File: src/hdl/itar_pkg.sv
// ----------------------------------------------------------------------------
// itar_pkg
// Shared types, constants and helper functions of the integer to ASCII
// radix conversion unit.
// ----------------------------------------------------------------------------
package itar_pkg;

  localparam int VALUE_BITS = 32;
  localparam int IN_VALUE_W = 32;
  localparam int RADIX_W    = 6;
  localparam int CHAR_W     = 7;
  localparam int BIT_CNT_W  = (VALUE_BITS > 1) ? $clog2(VALUE_BITS) : 1;
  localparam int IDX_W      = (VALUE_BITS > 1) ? $clog2(VALUE_BITS) : 1;
  localparam int CNT_W      = $clog2(VALUE_BITS + 1);

  localparam logic [RADIX_W-1:0] RADIX_MIN = RADIX_W'(2);
  localparam logic [RADIX_W-1:0] RADIX_MAX = RADIX_W'(36);
  localparam logic [RADIX_W-1:0] DIGIT_MAX = RADIX_W'(35);

  localparam logic [CHAR_W-1:0] CHAR_ZERO   = CHAR_W'(48);
  localparam logic [CHAR_W-1:0] CHAR_ALPHA  = CHAR_W'(55);

  typedef struct packed {
    logic [IN_VALUE_W-1:0] value;
    logic [RADIX_W-1:0]    radix;
  } in_item_t;

  typedef struct packed {
    logic [CHAR_W-1:0] digit_char;
    logic              last;
  } out_item_t;

  typedef struct packed {
    logic [VALUE_BITS-1:0] value;
    logic [RADIX_W-1:0]    radix;
  } job_t;

  typedef enum logic [1:0] {
    ST_IDLE,
    ST_DIV,
    ST_EMIT
  } back_state_t;

  function automatic logic [CHAR_W-1:0] digit_to_char(logic [RADIX_W-1:0] d);
    logic [RADIX_W-1:0] dc;
    dc = (d > DIGIT_MAX) ? DIGIT_MAX : d;
    if (dc < RADIX_W'(10)) begin
      return CHAR_ZERO + CHAR_W'(dc);
    end else begin
      return CHAR_ALPHA + CHAR_W'(dc);
    end
  endfunction

endpackage

File: src/hdl/itar_front.sv
// ----------------------------------------------------------------------------
// itar_front
// Input side: accepts items, masks the value and clamps the radix, and
// pushes the prepared job into the queue.
// ----------------------------------------------------------------------------
module itar_front (
  input  logic               in_valid,
  output logic               in_ready,
  input  itar_pkg::in_item_t in_data,
  output logic               push,
  output itar_pkg::job_t     push_data,
  input  logic               q_full
);

  function automatic logic [itar_pkg::VALUE_BITS-1:0] mask_value(
    logic [itar_pkg::IN_VALUE_W-1:0] v
  );
    logic [itar_pkg::VALUE_BITS-1:0] r;
    r = '0;
    for (int i = 0; i < itar_pkg::VALUE_BITS; i++) begin
      if (i < itar_pkg::IN_VALUE_W) begin
        r[i] = v[i];
      end
    end
    return r;
  endfunction

  logic [itar_pkg::RADIX_W-1:0] radix_clamped;

  always_comb begin
    case (in_data.radix) inside
      [6'd0:6'd1]:   radix_clamped = itar_pkg::RADIX_MIN;
      [6'd37:6'd63]: radix_clamped = itar_pkg::RADIX_MAX;
      default:       radix_clamped = in_data.radix;
    endcase
  end

  assign in_ready        = !q_full;
  assign push            = in_valid && !q_full;
  assign push_data.value = mask_value(in_data.value);
  assign push_data.radix = radix_clamped;

endmodule

File: src/hdl/itar_queue.sv
// ----------------------------------------------------------------------------
// itar_queue
// Two-entry job queue between the input side and the conversion engine.
// ----------------------------------------------------------------------------
module itar_queue (
  input  logic           clk,
  input  logic           rst,
  input  logic           push,
  input  itar_pkg::job_t push_data,
  output logic           full,
  input  logic           pop,
  output logic           q_valid,
  output itar_pkg::job_t pop_data
);

  itar_pkg::job_t entries [2];
  logic           wr_ptr;
  logic           rd_ptr;
  logic [1:0]     count;
  logic           do_pop;

  assign full     = (count == 2'd2);
  assign q_valid  = (count != 2'd0);
  assign do_pop   = pop && q_valid;
  assign pop_data = entries[rd_ptr];

  always_ff @(posedge clk) begin
    if (push) begin
      entries[wr_ptr] <= push_data;
    end
  end

  always_ff @(posedge clk) begin
    if (rst) begin
      wr_ptr <= 1'b0;
      rd_ptr <= 1'b0;
      count  <= 2'd0;
    end else begin
      if (push) begin
        wr_ptr <= !wr_ptr;
      end
      if (do_pop) begin
        rd_ptr <= !rd_ptr;
      end
      case ({push, do_pop})
        2'b10:   count <= count + 2'd1;
        2'b01:   count <= count - 2'd1;
        default: count <= count;
      endcase
    end
  end

endmodule

File: src/hdl/itar_back.sv
// ----------------------------------------------------------------------------
// itar_back
// Conversion engine: a one-bit-per-cycle restoring divider produces the
// digits least significant first into a digit buffer, which is then read
// out in reverse order through an output register.
// ----------------------------------------------------------------------------
module itar_back (
  input  logic                clk,
  input  logic                rst,
  input  logic                q_valid,
  input  itar_pkg::job_t      pop_data,
  output logic                pop,
  output logic                out_valid,
  input  logic                out_ready,
  output itar_pkg::out_item_t out_data
);

  localparam int VB = itar_pkg::VALUE_BITS;

  itar_pkg::back_state_t            state;
  itar_pkg::back_state_t            state_next;
  logic [VB-1:0]                    dvd;
  logic [itar_pkg::RADIX_W-1:0]     rem;
  logic [itar_pkg::RADIX_W-1:0]     rdx;
  logic [itar_pkg::BIT_CNT_W-1:0]   bit_cnt;
  logic [itar_pkg::CNT_W-1:0]       cnt;
  logic [itar_pkg::IDX_W-1:0]       emit_idx;
  logic [itar_pkg::RADIX_W-1:0]     digits [VB];

  logic [itar_pkg::RADIX_W:0]       trial;
  logic                             ge;
  logic [itar_pkg::RADIX_W-1:0]     rem_new;
  logic [VB-1:0]                    dvd_new;
  logic [itar_pkg::CNT_W-1:0]       cnt_inc;
  logic                             digit_done;
  logic                             finish;
  logic                             load_out;

  assign trial   = {rem, dvd[VB-1]};
  assign ge      = (trial >= {1'b0, rdx});
  assign rem_new = ge ? itar_pkg::RADIX_W'(trial - {1'b0, rdx})
                      : itar_pkg::RADIX_W'(trial);
  assign dvd_new = {dvd[VB-2:0], ge};
  assign cnt_inc = cnt + itar_pkg::CNT_W'(1);

  always_comb begin
    pop        = 1'b0;
    digit_done = 1'b0;
    finish     = 1'b0;
    load_out   = 1'b0;
    case (state)
      itar_pkg::ST_IDLE: begin
        pop = q_valid;
      end
      itar_pkg::ST_DIV: begin
        digit_done = (bit_cnt == itar_pkg::BIT_CNT_W'(VB - 1));
        finish     = digit_done &&
                     ((dvd_new == '0) || (cnt_inc == itar_pkg::CNT_W'(VB)));
      end
      itar_pkg::ST_EMIT: begin
        load_out = !out_valid || out_ready;
      end
      default: begin
        pop = 1'b0;
      end
    endcase
  end

  always_comb begin
    state_next = state;
    case (state)
      itar_pkg::ST_IDLE: begin
        if (pop) begin
          state_next = itar_pkg::ST_DIV;
        end
      end
      itar_pkg::ST_DIV: begin
        if (finish) begin
          state_next = itar_pkg::ST_EMIT;
        end
      end
      itar_pkg::ST_EMIT: begin
        if (load_out && (emit_idx == '0)) begin
          state_next = itar_pkg::ST_IDLE;
        end
      end
      default: begin
        state_next = itar_pkg::ST_IDLE;
      end
    endcase
  end

  always_ff @(posedge clk) begin
    if (rst) begin
      state <= itar_pkg::ST_IDLE;
    end else begin
      state <= state_next;
    end
  end

  always_ff @(posedge clk) begin
    if (digit_done) begin
      digits[cnt[itar_pkg::IDX_W-1:0]] <= rem_new;
    end
  end

  always_ff @(posedge clk) begin
    if (rst) begin
      bit_cnt  <= '0;
      cnt      <= '0;
      emit_idx <= '0;
    end else begin
      if (pop) begin
        dvd     <= pop_data.value;
        rdx     <= pop_data.radix;
        rem     <= '0;
        bit_cnt <= '0;
        cnt     <= '0;
      end else if (state == itar_pkg::ST_DIV) begin
        dvd <= dvd_new;
        if (digit_done) begin
          rem      <= '0;
          bit_cnt  <= '0;
          cnt      <= cnt_inc;
          emit_idx <= cnt[itar_pkg::IDX_W-1:0];
        end else begin
          rem     <= rem_new;
          bit_cnt <= bit_cnt + itar_pkg::BIT_CNT_W'(1);
        end
      end else if (load_out) begin
        emit_idx <= emit_idx - itar_pkg::IDX_W'(1);
      end
    end
  end

  always_ff @(posedge clk) begin
    if (rst) begin
      out_valid <= 1'b0;
    end else if (load_out) begin
      out_valid <= 1'b1;
    end else if (out_ready) begin
      out_valid <= 1'b0;
    end
  end

  always_ff @(posedge clk) begin
    if (load_out) begin
      out_data.digit_char <= itar_pkg::digit_to_char(digits[emit_idx]);
      out_data.last       <= (emit_idx == '0);
    end
  end

endmodule

File: src/hdl/integer_to_ascii_radix_unit.sv
// ----------------------------------------------------------------------------
// integer_to_ascii_radix_unit
// Converts an unsigned number to its ASCII digits in a radix from 2 to 36,
// most significant digit first, with the last digit flagged.
// ----------------------------------------------------------------------------
// An item with d digits (one digit for a zero value) occupies the conversion
// engine for one pass of the shared one-bit-per-cycle restoring divider per
// digit, and each digit then leaves through the output register when the
// sink is ready. The worst case is radix 2 with the top bit set. A two-entry
// queue lets up to two further items transfer in while a conversion runs.
// Radix codes below 2 are treated as 2 and codes above 36 as 36.
module integer_to_ascii_radix_unit (
  input  logic                clk,
  input  logic                rst,
  input  logic                in_valid,
  output logic                in_ready,
  input  itar_pkg::in_item_t  in_data,
  output logic                out_valid,
  input  logic                out_ready,
  output itar_pkg::out_item_t out_data
);

  logic           push;
  itar_pkg::job_t push_data;
  logic           q_full;
  logic           pop;
  logic           q_valid;
  itar_pkg::job_t pop_data;

  itar_front u_front (
    .in_valid  (in_valid),
    .in_ready  (in_ready),
    .in_data   (in_data),
    .push      (push),
    .push_data (push_data),
    .q_full    (q_full)
  );

  itar_queue u_queue (
    .clk       (clk),
    .rst       (rst),
    .push      (push),
    .push_data (push_data),
    .full      (q_full),
    .pop       (pop),
    .q_valid   (q_valid),
    .pop_data  (pop_data)
  );

  itar_back u_back (
    .clk       (clk),
    .rst       (rst),
    .q_valid   (q_valid),
    .pop_data  (pop_data),
    .pop       (pop),
    .out_valid (out_valid),
    .out_ready (out_ready),
    .out_data  (out_data)
  );

endmodule

File: config.mk
export PLATFORM = sky130hd
export DESIGN_NAME = integer_to_ascii_radix_unit
export DESIGN_NICKNAME = d
export VERILOG_FILES = /design/src/hdl/itar_pkg.sv /design/src/hdl/itar_front.sv /design/src/hdl/itar_queue.sv /design/src/hdl/itar_back.sv /design/src/hdl/integer_to_ascii_radix_unit.sv
export SDC_FILE = /design/constraint.sdc
export NUM_CORES = 1
export LEC_CHECK = 0
export BUFFER_PORTS_ARGS = -buffer_cell sky130_fd_sc_hd__buf_2
export CORE_ASPECT_RATIO = 0.5
export CORE_UTILIZATION = 57
export CTS_CLUSTER_SIZE = 8
export DETAILED_ROUTE_END_ITERATION = 7
export GPL_TIMING_DRIVEN = 0
export HOLD_SLACK_MARGIN = 0.06
export PLACE_DENSITY = 0.74
export SLEW_MARGIN = 40
export SYNTH_ARGS = -nofsm -noshare
export SYNTH_HDL_FRONTEND = slang
export SYNTH_SLANG_ARGS = --single-unit
File: constraint.sdc
create_clock -name clk -period 4.2 [get_ports clk]
set_clock_uncertainty 0.15 [all_clocks]
set_input_delay 0.21 -clock clk [delete_from_list [all_inputs] [get_ports clk]]
set_output_delay 0.21 -clock clk [all_outputs]
set_load 0.02 [all_outputs]
==> results by group <==
Hold path
  • Worst hold path class: in2reg
  • Hold Path Stages: 2
  • Hold Path End: u_queue.entries[0][32]$_DFFE_PP_
  • Startpoint of the most critical hold path: in_data[32]

Yosys
  • Total nets after synthesis: 949
  • Gate Count Post-Synth: 890
  • Synth top area cells: sky130_fd_sc_hd__edfxtp_1 67%, sky130_fd_sc_hd__mux4_2 5.2%, sky130_fd_sc_hd__mux2i_1 4.1%
  • Yosys warning count: 0
  • Proportion of register bits with asynchronous set or reset after synthesis: 0
  • Count of state elements after synthesis: 349
  • EDFF count, synth: 320
  • Cell type with the largest total area after synthesis: sky130_fd_sc_hd__edfxtp_1
  • Part of the Yosys area used for sequential elements: 0.714
  • Average footprint of a synthesized cell: 16.0 µm²
  • Most common library cells after synthesis: 320 x sky130_fd_sc_hd__edfxtp_1, 69 x sky130_fd_sc_hd__nand2_1, 66 x sky130_fd_sc_hd__nor2_1, 59 x sky130_fd_sc_hd__mux2i_1, 43 x sky130_fd_sc_hd__o21ai_0
  • Dominant synthesized flop cell: sky130_fd_sc_hd__edfxtp_1
  • Count of distinct cell types in the synthesized netlist: 58
  • Yosys top cell area share: 0.673
  • Post-Syn Area: 0.0143 mm²
  • Library cell with the highest instance count after synthesis: sky130_fd_sc_hd__edfxtp_1

Cells and area
  • Proportion of layout cells with a drive suffix above 1: 0.175
  • Multi-input logic area: 0.00386 mm²
  • Register area: 0.0102 mm²
  • Final cell utilization of the core: 0.698
  • Final net count: 1101
  • Number of inserted filler cells in the final layout: 1559
  • Finished Layout Cells: 1412
  • Area grow syn2layout: 18.6%

Pwr
  • Net switching component of the power: 3.02 mW
  • Sequential group share of total power: 0.473
  • Static leakage: 5.58 nW
  • Power density cells: 636 mW/mm²
  • Switch share: 0.281
  • Power share of the combinational group: 0.194
  • Maximum vdd drop: 399 µV
  • Clock share of power: 0.333
  • Total power of the final layout: 10.8 mW
  • Internal Pwr Total: 7.74 mW

Critical path
  • Critical path peak fanout: 10
  • R2R Path End: u_back.out_data[7]$_DFFE_PP_
  • Kind of capture point of the worst setup path: flip-flop
  • Worst reg-to-reg setup slack: 0.21 ns
  • Required time of the worst setup path: 4.34 ns
  • Category of the critical setup timing path: reg2reg
  • Startpoint types: flip-flop
  • Worst endpoint data arrival time: 4.12 ns
  • Number of cells on the worst reg-to-reg path: 13

Timing
  • Period Utilization, post-route: 0.949
  • Final setup violation count: 0
  • Slew HR: 0.472
  • Worst setup slack after layout: 0.213 ns
  • Setup repair after global routing missed its margin: false
  • Max Slew Vio Count: 0
  • Final-report hold violation count: 0
  • Final hold slack: 0.229 ns
  • Highest clock frequency the design can meet: 251 MHz
  • Post-layout min period: 3.99 ns
  • Transition time at the pin with the least slew margin: 0.789 ns

CTS
  • Cts bufs inserted: 49
  • Maximum buffer depth of the clock tree: 3
  • Clock latency of the later-clocked register in the worst-skew pair: 0.55 ns
  • Clk Tree Root Cell: sky130_fd_sc_hd__clkbuf_16
  • Sink Count: 349
  • Number of buffers inserted by post-CTS setup repair: 0
  • Depth of the CTS H-tree: 2
  • Clock slew at the register clock pins of the worst setup and hold paths: 0.05 ns
  • TritonCTS clock tree: built

Floorplanning
  • Placeable core area: 0.0243 mm²
  • Die footprint: 0.0257 mm²
  • I/O pins: 52
  • Initial core utilization: 0.588
  • Chip Height: 114 µm
  • Cell Rows: 40
  • X dimension of the die: 226 µm

GRT
  • Initial antenna violation count: 0
  • Number of global-route vias before repair: 8568
  • Grt ovf: 0
  • Total routing usage reported by global routing: 0.244
  • Global-route wire length before repair: 46.7 mm
  • Maximum number of pins on one net before global-route repair: 39

Placement
  • HPWL reported at the end of detailed placement: 18.2 mm
  • Number of cells after detailed placement: 1284
  • Final Wtd Congestion: 0.843
  • Post-placement worst setup slack: 0.127 ns
  • Port Buffers: 50

Routing
  • Antenna-violating nets left: 0
  • Total DRC errors in the routed layout: 0
  • Total via count after detailed routing: 8230
  • Iteration-0 DRC Markers: 859
  • Mean routed wirelength per cell: 21.2 µm
  • Total routed wirelength: 29.9 mm
  • Router iterations before antenna repair: 6
  • Via/cell ratio: 5.83

Run
  • Maximum capacitance violations: 0

Run status
  • Status: finished clean
-- per-stage QoR --
stage	setup TNS [ns]	area [µm²]
floorplan	0	14300
global placement	-26.31	14900
detailed placement	0	15100
CTS	0	16900
global route	0	16900
finish	0	16900
-- cell families after synthesis --
logic type | share of synthesized area
buf+inv | 0.0198
fa+ha+maj | 0.0161
mux | 0.120
flops | 0.714
xor+xnor | 0.00797
compound gates | 0.0436
simple gates | 0.0792
-- sequential cells by signal, indices dropped and copies added (netlist names), 2 cells and up, named ones only --
| name | count |
|---|---|
| u_back.dvd | 32 |
| u_queue.entries | 76 |
| u_back.cnt | 6 |
| u_back.emit_idx | 5 |
| u_back.rdx | 6 |
| u_back.digits | 192 |
| u_back.out_data | 8 |
| u_queue.count | 2 |
| u_back.rem | 6 |
| u_back.bit_cnt | 5 |
| u_back.state | 2 |
-- timing repair --
action | in CTS | in global routing
resized for setup | 0 | 2
endpoints found under the setup margin | 0 | 1
endpoints found under the hold margin | 82 | 0
hold buffers | 43 | 0
-- worst max-delay path: stages, from the launching register on --
cell,delay [ns]
sky130_fd_sc_hd__dfxtp_1,0.30
sky130_fd_sc_hd__buf_2,0.32
sky130_fd_sc_hd__buf_2,0.43
sky130_fd_sc_hd__buf_4,0.31
sky130_fd_sc_hd__mux4_2,0.37
sky130_fd_sc_hd__mux4_2,0.55
sky130_fd_sc_hd__mux2_4,0.33
sky130_fd_sc_hd__nor3_4,0.12
sky130_fd_sc_hd__nor2_1,0.07
sky130_fd_sc_hd__nor2_1,0.12
sky130_fd_sc_hd__ha_1,0.20
sky130_fd_sc_hd__o21bai_1,0.12
sky130_fd_sc_hd__a21oi_1,0.10
sky130_fd_sc_hd__or2_1,0.22
-- area by class of cell --
type,instances,area share
Sequential cell,349,0.602
Multi-Input combinational cell,482,0.228
Clock buffer,80,0.0793
Timing Repair Buffer,101,0.0470
Tap cell,336,0.0248
Buffer,44,0.0135
Inverter,15,0.00332
Clock inverter,4,0.00251
Antenna cell,1,0.000148
-- power by group through the flow --
stage | clock, mW | combinational, mW | sequential (mW)
final | 3.58 | 2.09 | 5.10
after global routing | 3.77 | 2.29 | 5.13
after CTS | 3.61 | 2.09 | 5.09
after detailed placement | 0 | 2.06 | 5.16
after global placement | 0 | 1.77 | 5.18
after floorplan | 0 | 1.27 | 5.13
-- layout by cell type (no fill, tap or decap), types with 33 or more instances in the layout --
cell,synthesis,final
sky130_fd_sc_hd__edfxtp_1,320,320
sky130_fd_sc_hd__nand2_1,69,69
sky130_fd_sc_hd__nor2_1,66,64
sky130_fd_sc_hd__clkbuf_1,31,60
sky130_fd_sc_hd__mux2i_1,59,58
sky130_fd_sc_hd__buf_2,5,58
sky130_fd_sc_hd__clkbuf_16,0,49
sky130_fd_sc_hd__dlygate4sd3_1,0,43
sky130_fd_sc_hd__o21ai_0,43,42
sky130_fd_sc_hd__mux4_2,33,33
-- layer usage --
| metal | vias up | track usage | part of all wire | routed length (µm) |
|---|---|---|---|---|
| met3 | 68 | 0.0595 | 0.077 | 2290 |
| met5 | - | 0 | 0 | 0 |
| met4 | 0 | 0.0785 | 0.025 | 733 |
| li1 | 3757 | - | - | - |
| met1 | 4070 | 0.318 | 0.42 | 12400 |
| met2 | 335 | 0.409 | 0.48 | 14400 |
-- worst max path at each step --
stage,from,slack (ns),depth (start not counted),to
2_1_floorplan,u_back.rem[0]$_SDFFCE_PP0P_,0.84,8,u_back.digits[0][5]$_DFFE_PP_
4_1_cts,flip-flop,0.06,12,u_back.out_data[7]$_DFFE_PP_
5_1_grt,flip-flop,0.04,13,u_back.out_data[7]$_DFFE_PP_
3_5_place_dp,flip-flop,0.13,12,u_back.out_data[7]$_DFFE_PP_
6_report,flip-flop,0.21,13,u_back.out_data[7]$_DFFE_PP_
3_3_place_gp,u_back.rem[0]$_SDFFCE_PP0P_,-0.45,8,u_back.digits[0][5]$_DFFE_PP_
Note: power is estimated with default switching activity, not from simulation.
